--- config.mk ---
export PLATFORM = sky130hd
export DESIGN_NAME = tna_isqrt_pipe
export DESIGN_NICKNAME = d
export VERILOG_FILES = /design/src/rtl/tna_isqrt_pipe.sv
export SDC_FILE = /design/constraint.sdc
export NUM_CORES = 1
export LEC_CHECK = 0
export ABC_CLOCK_PERIOD_IN_PS = 3140
export BUFFER_PORTS_ARGS = -buffer_cell sky130_fd_sc_hd__buf_2
export CAP_MARGIN = 20
export CORE_ASPECT_RATIO = 0.6
export CORE_MARGIN = 2
export CORE_UTILIZATION = 35
export CTS_CLUSTER_SIZE = 30
export DETAILED_ROUTE_END_ITERATION = 10
export PLACE_DENSITY = 0.55
export SETUP_SLACK_MARGIN = 0.15
export SKIP_CTS_REPAIR_TIMING = 1
export SLEW_MARGIN = 25
export SYNTH_ARGS = -nofsm -noshare
export SYNTH_HDL_FRONTEND = slang
export SYNTH_SLANG_ARGS = --single-unit
export TNS_END_PERCENT = 1
--- constraint.sdc ---
create_clock -name clock -period 3.14 [get_ports clock]
set_input_delay 0.314 -clock clock [delete_from_list [all_inputs] [get_ports clock]]
set_output_delay 0.314 -clock clock [all_outputs]
set_load 0.05 [all_outputs]
--- src/rtl/tna_isqrt_pipe.sv ---
// ----------------------------------------------------------------------------
// tna_isqrt_pipe
// pipelined floor square root, one root bit resolved per register stage
// ----------------------------------------------------------------------------
`default_nettype none
module tna_isqrt_pipe #(
   parameter int W = 34
) (
   input  wire logic             clock,
   input  wire logic             en,
   input  wire logic [W-1:0]     radicand,
   output logic      [W/2-1:0]   root
);
   localparam int R  = W / 2;
   localparam int RW = R + 3;

   logic [RW-1:0] rem_ff  [0:R-2];
   logic [R-1:0]  root_ff [0:R-1];
   logic [W-1:0]  rad_ff  [0:R-2];

   for (genvar k = 0; k < R; k++) begin : g_stage
      logic [RW-1:0] rem_cur;
      logic [R-1:0]  root_cur;
      logic [W-1:0]  rad_cur;
      logic [RW-1:0] shifted;
      logic [RW-1:0] trial;
      logic          ge;

      if (k == 0) begin : g_first
         assign rem_cur  = '0;
         assign root_cur = '0;
         assign rad_cur  = radicand;
      end else begin : g_next
         assign rem_cur  = rem_ff[k-1];
         assign root_cur = root_ff[k-1];
         assign rad_cur  = rad_ff[k-1];
      end

      // bring down the next two radicand bits and try root*4+1
      assign shifted = {rem_cur[RW-3:0], rad_cur[W-1:W-2]};
      assign trial   = {1'b0, root_cur, 2'b01};
      assign ge      = (shifted >= trial);

      always_ff @(posedge clock) begin
         if (en) begin
            root_ff[k] <= {root_cur[R-2:0], ge};
         end
      end

      if (k < R - 1) begin : g_carry
         always_ff @(posedge clock) begin
            if (en) begin
               rem_ff[k] <= ge ? (shifted - trial) : shifted;
               rad_ff[k] <= {rad_cur[W-3:0], 2'b00};
            end
         end
      end
   end

   assign root = root_ff[R-1];
endmodule
`default_nettype wire

==> flow_metrics.env, run 1 <==
export IMPL_status="finished clean"
export IMPL_n_antenna_cell=0
export IMPL_hold_path_class="in2reg"
export IMPL_powerDensity_mw_per_mm2=661.1
export IMPL_placedInstanceArea_sq_mm=0.03384
export IMPL_critPathLaunchType="register"
export IMPL_dieHeight_um=237.1
export IMPL_synth_top_family_by_area="simple AND/OR/NAND/NOR gates"
export IMPL_clkLatencyLatePin_ns=0.62
export IMPL_cp_common_cell="o21ai_0"
export IMPL_cts_max_level=3
export IMPL_fin_ws_ns=0.1753
export IMPL_vias=18573
export IMPL_core_area_sq_mm=0.08965
export IMPL_overflow=0
export IMPL_pre_cts_ws_ns=-0.2236
export IMPL_post_layout_nonfiller_instances=3813
export IMPL_synth_xor_xnor_area_share_pct=5.721
export IMPL_grt_setup_unrepaired="true"
export IMPL_synth_edff_count=693
export IMPL_routed_wl_met2_um=23800
export IMPL_drive_gt1_share_pct=10.98
export IMPL_p_leak_nw=13.81
export IMPL_synth_compound_area_share_pct=8.311
export IMPL_worst_ep_arrival_time_ns=3.27
export IMPL_reg2regPathDepth=9
export IMPL_ys_flop_type="edfxtp_1"
export IMPL_yosysTopAreaCellShare_pct=65.67
export IMPL_synth_area_leaders="edfxtp_1 66%, ha_1 6.8%, xnor2_1 3.3%"
export IMPL_ys_seq_area_share_pct=65.67
export IMPL_hold_path_depth=1
export IMPL_worst_setup_path_type="reg2reg"
export IMPL_critPathRequiredTime_ns=3.45
export IMPL_postRouteAntennaNets=0
export IMPL_critPathBufInv=2
export IMPL_crit_slowest_cell="o21ai_0"
export IMPL_hold_path_end="root_ff[4][1]"
export IMPL_setup_viol=0
export IMPL_fillCellCount=8244
export IMPL_cts_tree="built"
export IMPL_grt_pass1_vias=18073
export IMPL_fin_setup_tns_ns=0
export IMPL_crit_chain="inv_1, ha_1, o21a_1, o31a_1, o21ai_0, o21bai_1, a31oi_1, buf_4, o21ai_0"
export IMPL_finalCriticalPeriod_ns=2.965
export IMPL_drt_iter0_markers=1549
export IMPL_finalPower_mw=24.12
export IMPL_cts_buffer_depth=3
export IMPL_finalCritPeriodShare_pct=94.42
export IMPL_yosys_area_share_simple_pct=9.298
export IMPL_yosysUniqueCellTypes=73
export IMPL_synth_area_per_cell_sq_um=13.39
export IMPL_first_pass_iters=5
export IMPL_wl_met3_um=3373
export IMPL_syn_area_sq_mm=0.03169
export IMPL_yosysWarnings=0
export IMPL_tightest_slew_ns=0.7891
export IMPL_critPathTopFamily="compound AO/OA/AOI/OAI gates"
export IMPL_root_buffer="clkbuf_16"
export IMPL_path_clk_slew_ns=0.06
export IMPL_maxUsedRoutingLayer="met4"
export IMPL_gp_congestion=0.8681
export IMPL_drv_cap=0
export IMPL_finClkSkew_ns=0.01378
export IMPL_yosys_area_share_adder_pct=6.751
export IMPL_cts_buffers=72
export IMPL_cp_max_fo=18
export IMPL_grt_pass1_wl_um=98010
export IMPL_dp_hpwl_um=43510
export IMPL_grt_total_usage_pct=13.21
export IMPL_fp_dieW_um=392.5
export IMPL_fin_util_pct=40.70
export IMPL_route_detailed_drc=0
export IMPL_fmax_mhz=337.3
export IMPL_wl_per_cell_um=16.00
export IMPL_wl_um=61000
export IMPL_grt_max_degree=80
export IMPL_port_buffers=52
export IMPL_vdd_ir_drop_worst_mv=0.3717
export IMPL_synth_nets=2573
export IMPL_start_util_pct=35.35
export IMPL_reg2reg_setup_slack_ns=0.18
export IMPL_slew_headroom_pct=46.84
export IMPL_synth_seq_cells=693
export IMPL_hold_path_startpoint="en"
export IMPL_synthMuxAreaShare_pct=1.374
export IMPL_synthCells=2366
export IMPL_placement_rows=85
export IMPL_finish_instance_area_sq_mm=0.03649
export IMPL_antenna_found_initial=1
export IMPL_yosysTopAreaCell="edfxtp_1"
export IMPL_drv_slew=0
export IMPL_ios=53
export IMPL_clock_sinks=693
export IMPL_hold_violations=0
export IMPL_hold_slack_ns=0.2048
export IMPL_drt_vias_per_instance=4.871
export IMPL_r2r_start="root_ff[6][2]"
export IMPL_nNetsFinal=2749
export IMPL_dp_cells=3651
export IMPL_cp_end_kind="register"
export IMPL_met1_length_um=32730
export IMPL_cp_slowest_stage_delay_ns=0.65
export IMPL_syn_to_final_growth_pct=15.13
export IMPL_synthArstFlopShare_pct=0
export IMPL_dieArea_sq_mm=0.09305
export IMPL_r2r_end="rem_ff[0][145]"
## cell usage after synthesis (6+ instances only)
library cell  number
a21oi_1          142
nor4_1            27
or2_2              9
o31a_1             7
or4_1             14
nand4_1           23
buf_2              7
nor3b_1            6
clkbuf_1          29
a31oi_1           20
a21o_1            34
a211oi_1          11
o22ai_1            6
or3_1             20
nand2b_1          22
nand3_1           31
and3_1             9
nor2_1           154
inv_1            198
nor3_1            61
xor2_1            89
o211ai_1          13
edfxtp_1         693
o21bai_1          11
nand3b_1           9
o31ai_1           10
o21ai_0          109
nor4b_1            8
and2_1             9
mux2_2            36
o21a_1            28
nor2b_1           19
xnor2_1          118
ha_1             171
nand2_1          144
## report_power, final
group | internal (mW) | switching, mW | leakage, nW
Clock | 4.46 | 3.56 | 1.07
Combinational | 1.76 | 2.21 | 6.10
Sequential | 11.5 | 0.625 | 6.64
Total | 17.7 | 6.40 | 13.8
## registers in the layout, indices dropped and copies added, names as in the netlist
signal,flops
rem_ff,268
root_ff,153
rad_ff,272
## layout by cell type, fill, tap and decap left out, types with 10 or more instances in the layout
| master | netlist | final |
|---|---|---|
| nand2_1 | 144 | 144 |
| nand4_1 | 23 | 23 |
| clkinv_2 | 0 | 18 |
| mux2_2 | 36 | 36 |
| nor2_1 | 154 | 154 |
| a211oi_1 | 11 | 10 |
| xor2_1 | 89 | 89 |
| o21ai_0 | 109 | 108 |
| ha_1 | 171 | 165 |
| clkbuf_1 | 29 | 14 |
| nand3_1 | 31 | 31 |
| o21a_1 | 28 | 27 |
| nand2b_1 | 22 | 22 |
| buf_2 | 7 | 51 |
| nor4_1 | 27 | 24 |
| clkinv_1 | 0 | 10 |
| o211ai_1 | 13 | 13 |
| buf_4 | 0 | 44 |
| inv_1 | 198 | 198 |
| nor3_1 | 61 | 58 |
| a21oi_1 | 142 | 142 |
| or3_1 | 20 | 20 |
| edfxtp_1 | 693 | 693 |
| o21bai_1 | 11 | 11 |
| xnor2_1 | 118 | 118 |
| clkbuf_16 | 0 | 73 |
| a21o_1 | 34 | 34 |
| or4_1 | 14 | 12 |
| dlygate4sd3_1 | 0 | 35 |
| nor2b_1 | 19 | 19 |
| a31oi_1 | 20 | 20 |
## cell type report
cell class	instances	area [sq um]	area share, %
Tap cell	1218	1524	4.177
Clock inverter	40	297.8	0.8162
Clock buffer	87	1879	5.151
Inverter	199	749.5	2.054
Multi-Input combinational cell	1436	10100	27.69
Timing Repair Buffer	140	1122	3.076
Sequential cell	693	20810	57.04
## worst register-to-register path, stage by stage, from the launching register on
cell      delay (ns)
edfxtp_1        0.48
inv_1           0.08
ha_1            0.37
o21a_1          0.15
o31a_1          0.17
o21ai_0         0.13
o21bai_1        0.29
a31oi_1         0.13
buf_4           0.21
o21ai_0         0.65
## kinds of logic (layout without fill, tap and decap cells)
| logic type | after synthesis | count (layout) |
|---|---|---|
| simple gates | 587 | 587 |
| other cells | 1 | 1 |
| xor+xnor | 207 | 207 |
| buf+inv | 237 | 466 |
| fa+ha+maj | 171 | 171 |
| flops | 693 | 693 |
| compound gates | 431 | 431 |
| mux | 39 | 39 |
## per-layer routing
layer	global-route usage [%]	vias up
met5	0	-
met4	3.019	0
met3	3.122	84
met2	17.65	410
met1	21.18	8955
li1	-	9124
## worst max-delay path by stage
| stage | start | depth (start not counted) | slack, ns | end |
|---|---|---|---|---|
| 2_1_floorplan | rem_ff[1][100] | 8 | 0.48 | rem_ff[1][137] |
| 3_3_place_gp | root_ff[14][13] | 9 | -0.18 | rem_ff[1][147] |
| 3_5_place_dp | root_ff[14][13] | 9 | -0.22 | rem_ff[1][150] |
| 4_1_cts | root_ff[14][13] | 9 | -0.24 | rem_ff[1][150] |
| 5_1_grt | root_ff[6][2] | 9 | 0.02 | rem_ff[0][145] |
| 6_report | root_ff[6][2] | 9 | 0.18 | rem_ff[0][145] |
Note: power is estimated with default switching activity, not from simulation.
==> run 2, diff against run 1 <==
Settings changed: RECOVER_POWER set to 100.
==> run 2 against run 1 <==
Compared with the run above: critical endpoint is now rem_ff[1][153]; worst setup slack worse by 0.061 ns; sequential cell count stayed put; highest routed layer unchanged; die area stayed put; non-clock buffer count stayed put; the run now ends with capacitance limit, slew limit left; global-route usage stayed put; critical path type unchanged; utilization is 0.33 points lower; first-iteration DRC count stayed put; critical path depth is 1 lower.
==> flow_metrics.env, run 2 (synthesis results as in run 1) <==
export IMPL_placement_rows=85
export IMPL_hold_path_class="in2reg"
export IMPL_clock_sinks=693
export IMPL_vias=18644
export IMPL_ios=53
export IMPL_syn_to_final_growth_pct=14.21
export IMPL_top_regs="rad_ff x272, rem_ff x268, root_ff x153"
export IMPL_finalCriticalPeriod_ns=3.025
export IMPL_grt_total_usage_pct=13.21
export IMPL_drt_vias_per_instance=4.890
export IMPL_path_clk_slew_ns=0.06
export IMPL_drt_iter0_markers=1549
export IMPL_p_leak_nw=13.63
export IMPL_dp_hpwl_um=43510
export IMPL_critPathLaunchType="register"
export IMPL_dieArea_sq_mm=0.09305
export IMPL_layout_commonest_cell="edfxtp_1"
export IMPL_gp_congestion=0.8681
export IMPL_dp_cells=3651
export IMPL_vdd_ir_drop_worst_mv=0.3725
export IMPL_root_buffer="clkbuf_16"
export IMPL_status="finished with violations"
export IMPL_maxUsedRoutingLayer="met4"
export IMPL_core_area_sq_mm=0.08965
export IMPL_met1_length_um=32570
export IMPL_finalCritPeriodShare_pct=96.35
export IMPL_fillCellCount=8290
export IMPL_postRouteAntennaNets=0
export IMPL_wl_um=60960
export IMPL_wl_per_cell_um=15.99
export IMPL_nNetsFinal=2749
export IMPL_critPathBufInv=1
export IMPL_fin_util_pct=40.37
export IMPL_fin_setup_tns_ns=0
export IMPL_overflow=0
export IMPL_wl_met3_um=3552
export IMPL_grt_pass1_wl_um=98010
export IMPL_cp_slowest_stage_delay_ns=0.45
export IMPL_route_detailed_drc=0
export IMPL_drv_cap=1
export IMPL_critPathRequiredTime_ns=3.50
export IMPL_cts_tree="built"
export IMPL_start_util_pct=35.35
export IMPL_hold_slack_ns=0.3992
export IMPL_fin_ws_ns=0.1145
export IMPL_pre_cts_ws_ns=-0.2236
export IMPL_cts_max_level=3
export IMPL_cts_buffer_depth=3
export IMPL_slew_headroom_pct=-25.91
export IMPL_setup_viol=0
export IMPL_finClkSkew_ns=0.01246
export IMPL_layout_common_cells="693 x edfxtp_1, 198 x inv_1, 165 x ha_1"
export IMPL_drive_gt1_share_pct=9.056
export IMPL_grt_setup_unrepaired="true"
export IMPL_hold_violations=0
export IMPL_cts_buffers=72
export IMPL_crit_slowest_cell="nor4_4"
export IMPL_fp_dieW_um=392.5
export IMPL_first_pass_iters=8
export IMPL_clkLatencyLatePin_ns=0.62
export IMPL_fmax_mhz=330.5
export IMPL_n_antenna_cell=0
export IMPL_grt_max_degree=80
export IMPL_worst_setup_path_type="reg2reg"
export IMPL_post_layout_nonfiller_instances=3813
export IMPL_cp_end_kind="register"
export IMPL_powerDensity_mw_per_mm2=665.0
export IMPL_largest_reg_flops=272
export IMPL_crit_chain="ha_1, nand4_1, nor4_4, nor3b_1, o311a_1, nor3_1, clkbuf_2, mux2_2"
export IMPL_cp_max_fo=7
export IMPL_failed_checks="capacitance limit, slew limit"
export IMPL_drv_slew=70
export IMPL_worst_ep_arrival_time_ns=3.39
export IMPL_critPathTopFamily="simple AND/OR/NAND/NOR gates"
export IMPL_tightest_slew_ns=1.889
export IMPL_top_register="rad_ff"
export IMPL_port_buffers=52
export IMPL_antenna_found_initial=1
export IMPL_routed_wl_met2_um=23790
export IMPL_grt_pass1_vias=18073
export IMPL_dieHeight_um=237.1
-- run 2: where the power goes --
group          switching (mW)  total, mW  internal (mW)  leakage [nW]
logic                    2.20       3.91           1.72          5.92
registers               0.624       12.1           11.5          6.64
clock network            3.55       8.01           4.46          1.07
total                    6.37       24.1           17.7          13.6
-- run 2: layout make-up --
| class | instances | area (sq um) | share of cell area (%) |
|---|---|---|---|
| multi-input combinational | 1436 | 10050 | 27.76 |
| timing repair buffer | 140 | 883.3 | 2.441 |
| clock inverter | 40 | 297.8 | 0.8228 |
| inverter | 199 | 749.5 | 2.071 |
| clock buffer | 87 | 1879 | 5.193 |
| sequential | 693 | 20810 | 57.50 |
| tap | 1218 | 1524 | 4.211 |
-- run 2: final timing paths --
kind,cells past startpoint,from,slack (ns),end
hold reg to reg,0,rad_ff[0][117],0.41,rad_ff[0][151]
setup reg to reg,8,rem_ff[1][128],0.11,rem_ff[1][153]
hold / removal,2,radicand[24],0.40,rad_ff[0][24]
setup / recovery,8,rem_ff[1][128],0.11,rem_ff[1][153]
-- run 2: metrics by stage --
stage / power [mW] / instance area [sq um]
after detailed placement: 16.18 / 33840
after floorplan: 14.89 / 31690
after global routing: 25.35 / 36190
final: 24.07 / 36190
after CTS: 24.36 / 36010
after global placement: 16.07 / 33840
-- run 2: per-layer routing --
metal  up-vias  track usage (%)
li1       9131                -
met1      9006            21.18
met2       430            17.65
met3        77            3.122
met4         0            3.019
met5         -                0
==> run 3, diff against run 2 <==
Settings changed: ABC_CLOCK_PERIOD_IN_PS 3140 to 3500.
Clock period 3.14 ns to 3.5 ns, I/O delays scaled along.
==> run 3 against run 2 <==
Compared with the run above: the run still ends with capacitance limit, slew limit left; global-route usage shrank 0.063 points; die area is the same; worst setup slack gained 0.16 ns; largest power group unchanged; highest routed layer unchanged.
==> flow_metrics.env, run 3 (synthesis results as in run 1) <==
export IMPL_vdd_ir_drop_worst_mv=0.3017
export IMPL_cts_tree="built"
export IMPL_n_antenna_cell=0
export IMPL_finalCritPeriodShare_pct=92.22
export IMPL_failed_checks="capacitance limit, slew limit"
export IMPL_fin_ws_ns=0.2722
export IMPL_wl_per_cell_um=16.08
export IMPL_worst_setup_path_type="reg2reg"
export IMPL_largest_reg_flops=272
export IMPL_ios=53
export IMPL_nNetsFinal=2734
export IMPL_cts_buffer_depth=3
export IMPL_layout_common_cells="693 x edfxtp_1, 198 x inv_1, 171 x ha_1"
export IMPL_layout_commonest_cell="edfxtp_1"
export IMPL_tightest_slew_ns=1.783
export IMPL_dieArea_sq_mm=0.09305
export IMPL_grt_max_degree=98
export IMPL_drv_cap=2
export IMPL_vias=18520
export IMPL_placement_rows=85
export IMPL_gp_congestion=0.8831
export IMPL_hold_path_depth=0
export IMPL_dp_hpwl_um=43140
export IMPL_grt_total_usage_pct=13.15
export IMPL_drv_slew=98
export IMPL_powerDensity_mw_per_mm2=611.9
export IMPL_fp_dieW_um=392.5
export IMPL_postRouteAntennaNets=0
export IMPL_hold_violations=0
export IMPL_clock_sinks=693
export IMPL_wl_um=61080
export IMPL_root_buffer="clkbuf_16"
export IMPL_drive_gt1_share_pct=7.907
export IMPL_grt_pass1_wl_um=97910
export IMPL_cts_buffers=72
export IMPL_finalCriticalPeriod_ns=3.228
export IMPL_pre_cts_ws_ns=0.3720
export IMPL_critPathLaunchType="register"
export IMPL_crit_slowest_cell="or4_1"
export IMPL_p_leak_nw=13.64
export IMPL_crit_chain="ha_1, nand4_1, a211oi_1, o21ba_2, and4bb_2, or4_1, nor3_1, xor2_1"
export IMPL_hold_path_class="reg2reg"
export IMPL_placedInstanceArea_sq_mm=0.03374
export IMPL_start_util_pct=35.35
export IMPL_top_register="rad_ff"
export IMPL_route_detailed_drc=0
export IMPL_cp_slowest_stage_delay_ns=0.54
export IMPL_finClkSkew_ns=0.02994
export IMPL_port_buffers=52
export IMPL_worst_ep_arrival_time_ns=3.56
export IMPL_drt_iter0_markers=1514
export IMPL_top_regs="rad_ff x272, rem_ff x268, root_ff x153"
export IMPL_first_pass_iters=6
export IMPL_cp_end_kind="register"
export IMPL_drt_vias_per_instance=4.876
export IMPL_finish_instance_area_sq_mm=0.03623
export IMPL_cts_max_level=3
export IMPL_fmax_mhz=309.8
export IMPL_grt_setup_unrepaired="false"
export IMPL_dieHeight_um=237.1
export IMPL_slew_headroom_pct=-18.85
export IMPL_antenna_found_initial=1
export IMPL_grt_pass1_vias=18117
export IMPL_overflow=0
export IMPL_clkLatencyLatePin_ns=0.62
export IMPL_finalPower_mw=22.17
export IMPL_reg2regPathDepth=8
export IMPL_setup_viol=0
export IMPL_syn_to_final_growth_pct=14.33
export IMPL_status="finished with violations"
export IMPL_core_area_sq_mm=0.08965
export IMPL_fin_setup_tns_ns=0
export IMPL_cp_max_fo=6
export IMPL_critPathRequiredTime_ns=3.84
export IMPL_path_clk_slew_ns=0.06
-- run 3: area by class of cell --
class	count	area (sq um)
inverters	199	749.5
clock buffers	92	1919
flip-flops and latches	693	20810
clock inverters	35	461.7
well taps	1218	1524
repair buffers	125	812.0
multi-input cells	1436	9956
fillers	8272	53420
-- run 3: report_power, final --
part | internal [mW] | total (mW) | leakage, nW | switching [mW]
Sequential | 10.3 | 10.9 | 6.64 | 0.553
Clock | 4.58 | 7.80 | 1.15 | 3.22
Combinational | 1.50 | 3.48 | 5.85 | 1.97
-- run 3: metal layers --
metal / wire length (um) / GRT usage [%]
met1: 32350 / 20.90
met2: 23480 / 17.28
met3: 3902 / 3.206
met4: 1358 / 3.881
met5: 0 / 0
-- run 3: worst paths after layout --
kind                            slack [ns]          start             to
worst min register to register        0.40  rad_ff[0][52]  rad_ff[0][86]
worst max-delay path                  0.27   rem_ff[1][3]  rem_ff[1][35]
worst min-delay path                  0.40  rad_ff[0][52]  rad_ff[0][86]
worst max register to register        0.27   rem_ff[1][3]  rem_ff[1][35]
-- run 3: metrics by stage --
step	utilization [%]	instances	hold WS, ns
floorplan	-	2366	0.4003
global placement	37.63	3636	0.4007
detailed placement	37.63	3636	0.4045
CTS	40.28	3763	-0.1531
global route	40.41	3798	0.4001
finish	40.41	3798	0.4029
-- run 3: worst max-delay path: cells and delay by family (launching register included) --
family          cells  cell delay, ns
compound gates      2            0.78
xor+xnor            1            0.10
fa+ha+maj           1            0.42
flops               1            0.43
simple gates        4            1.21
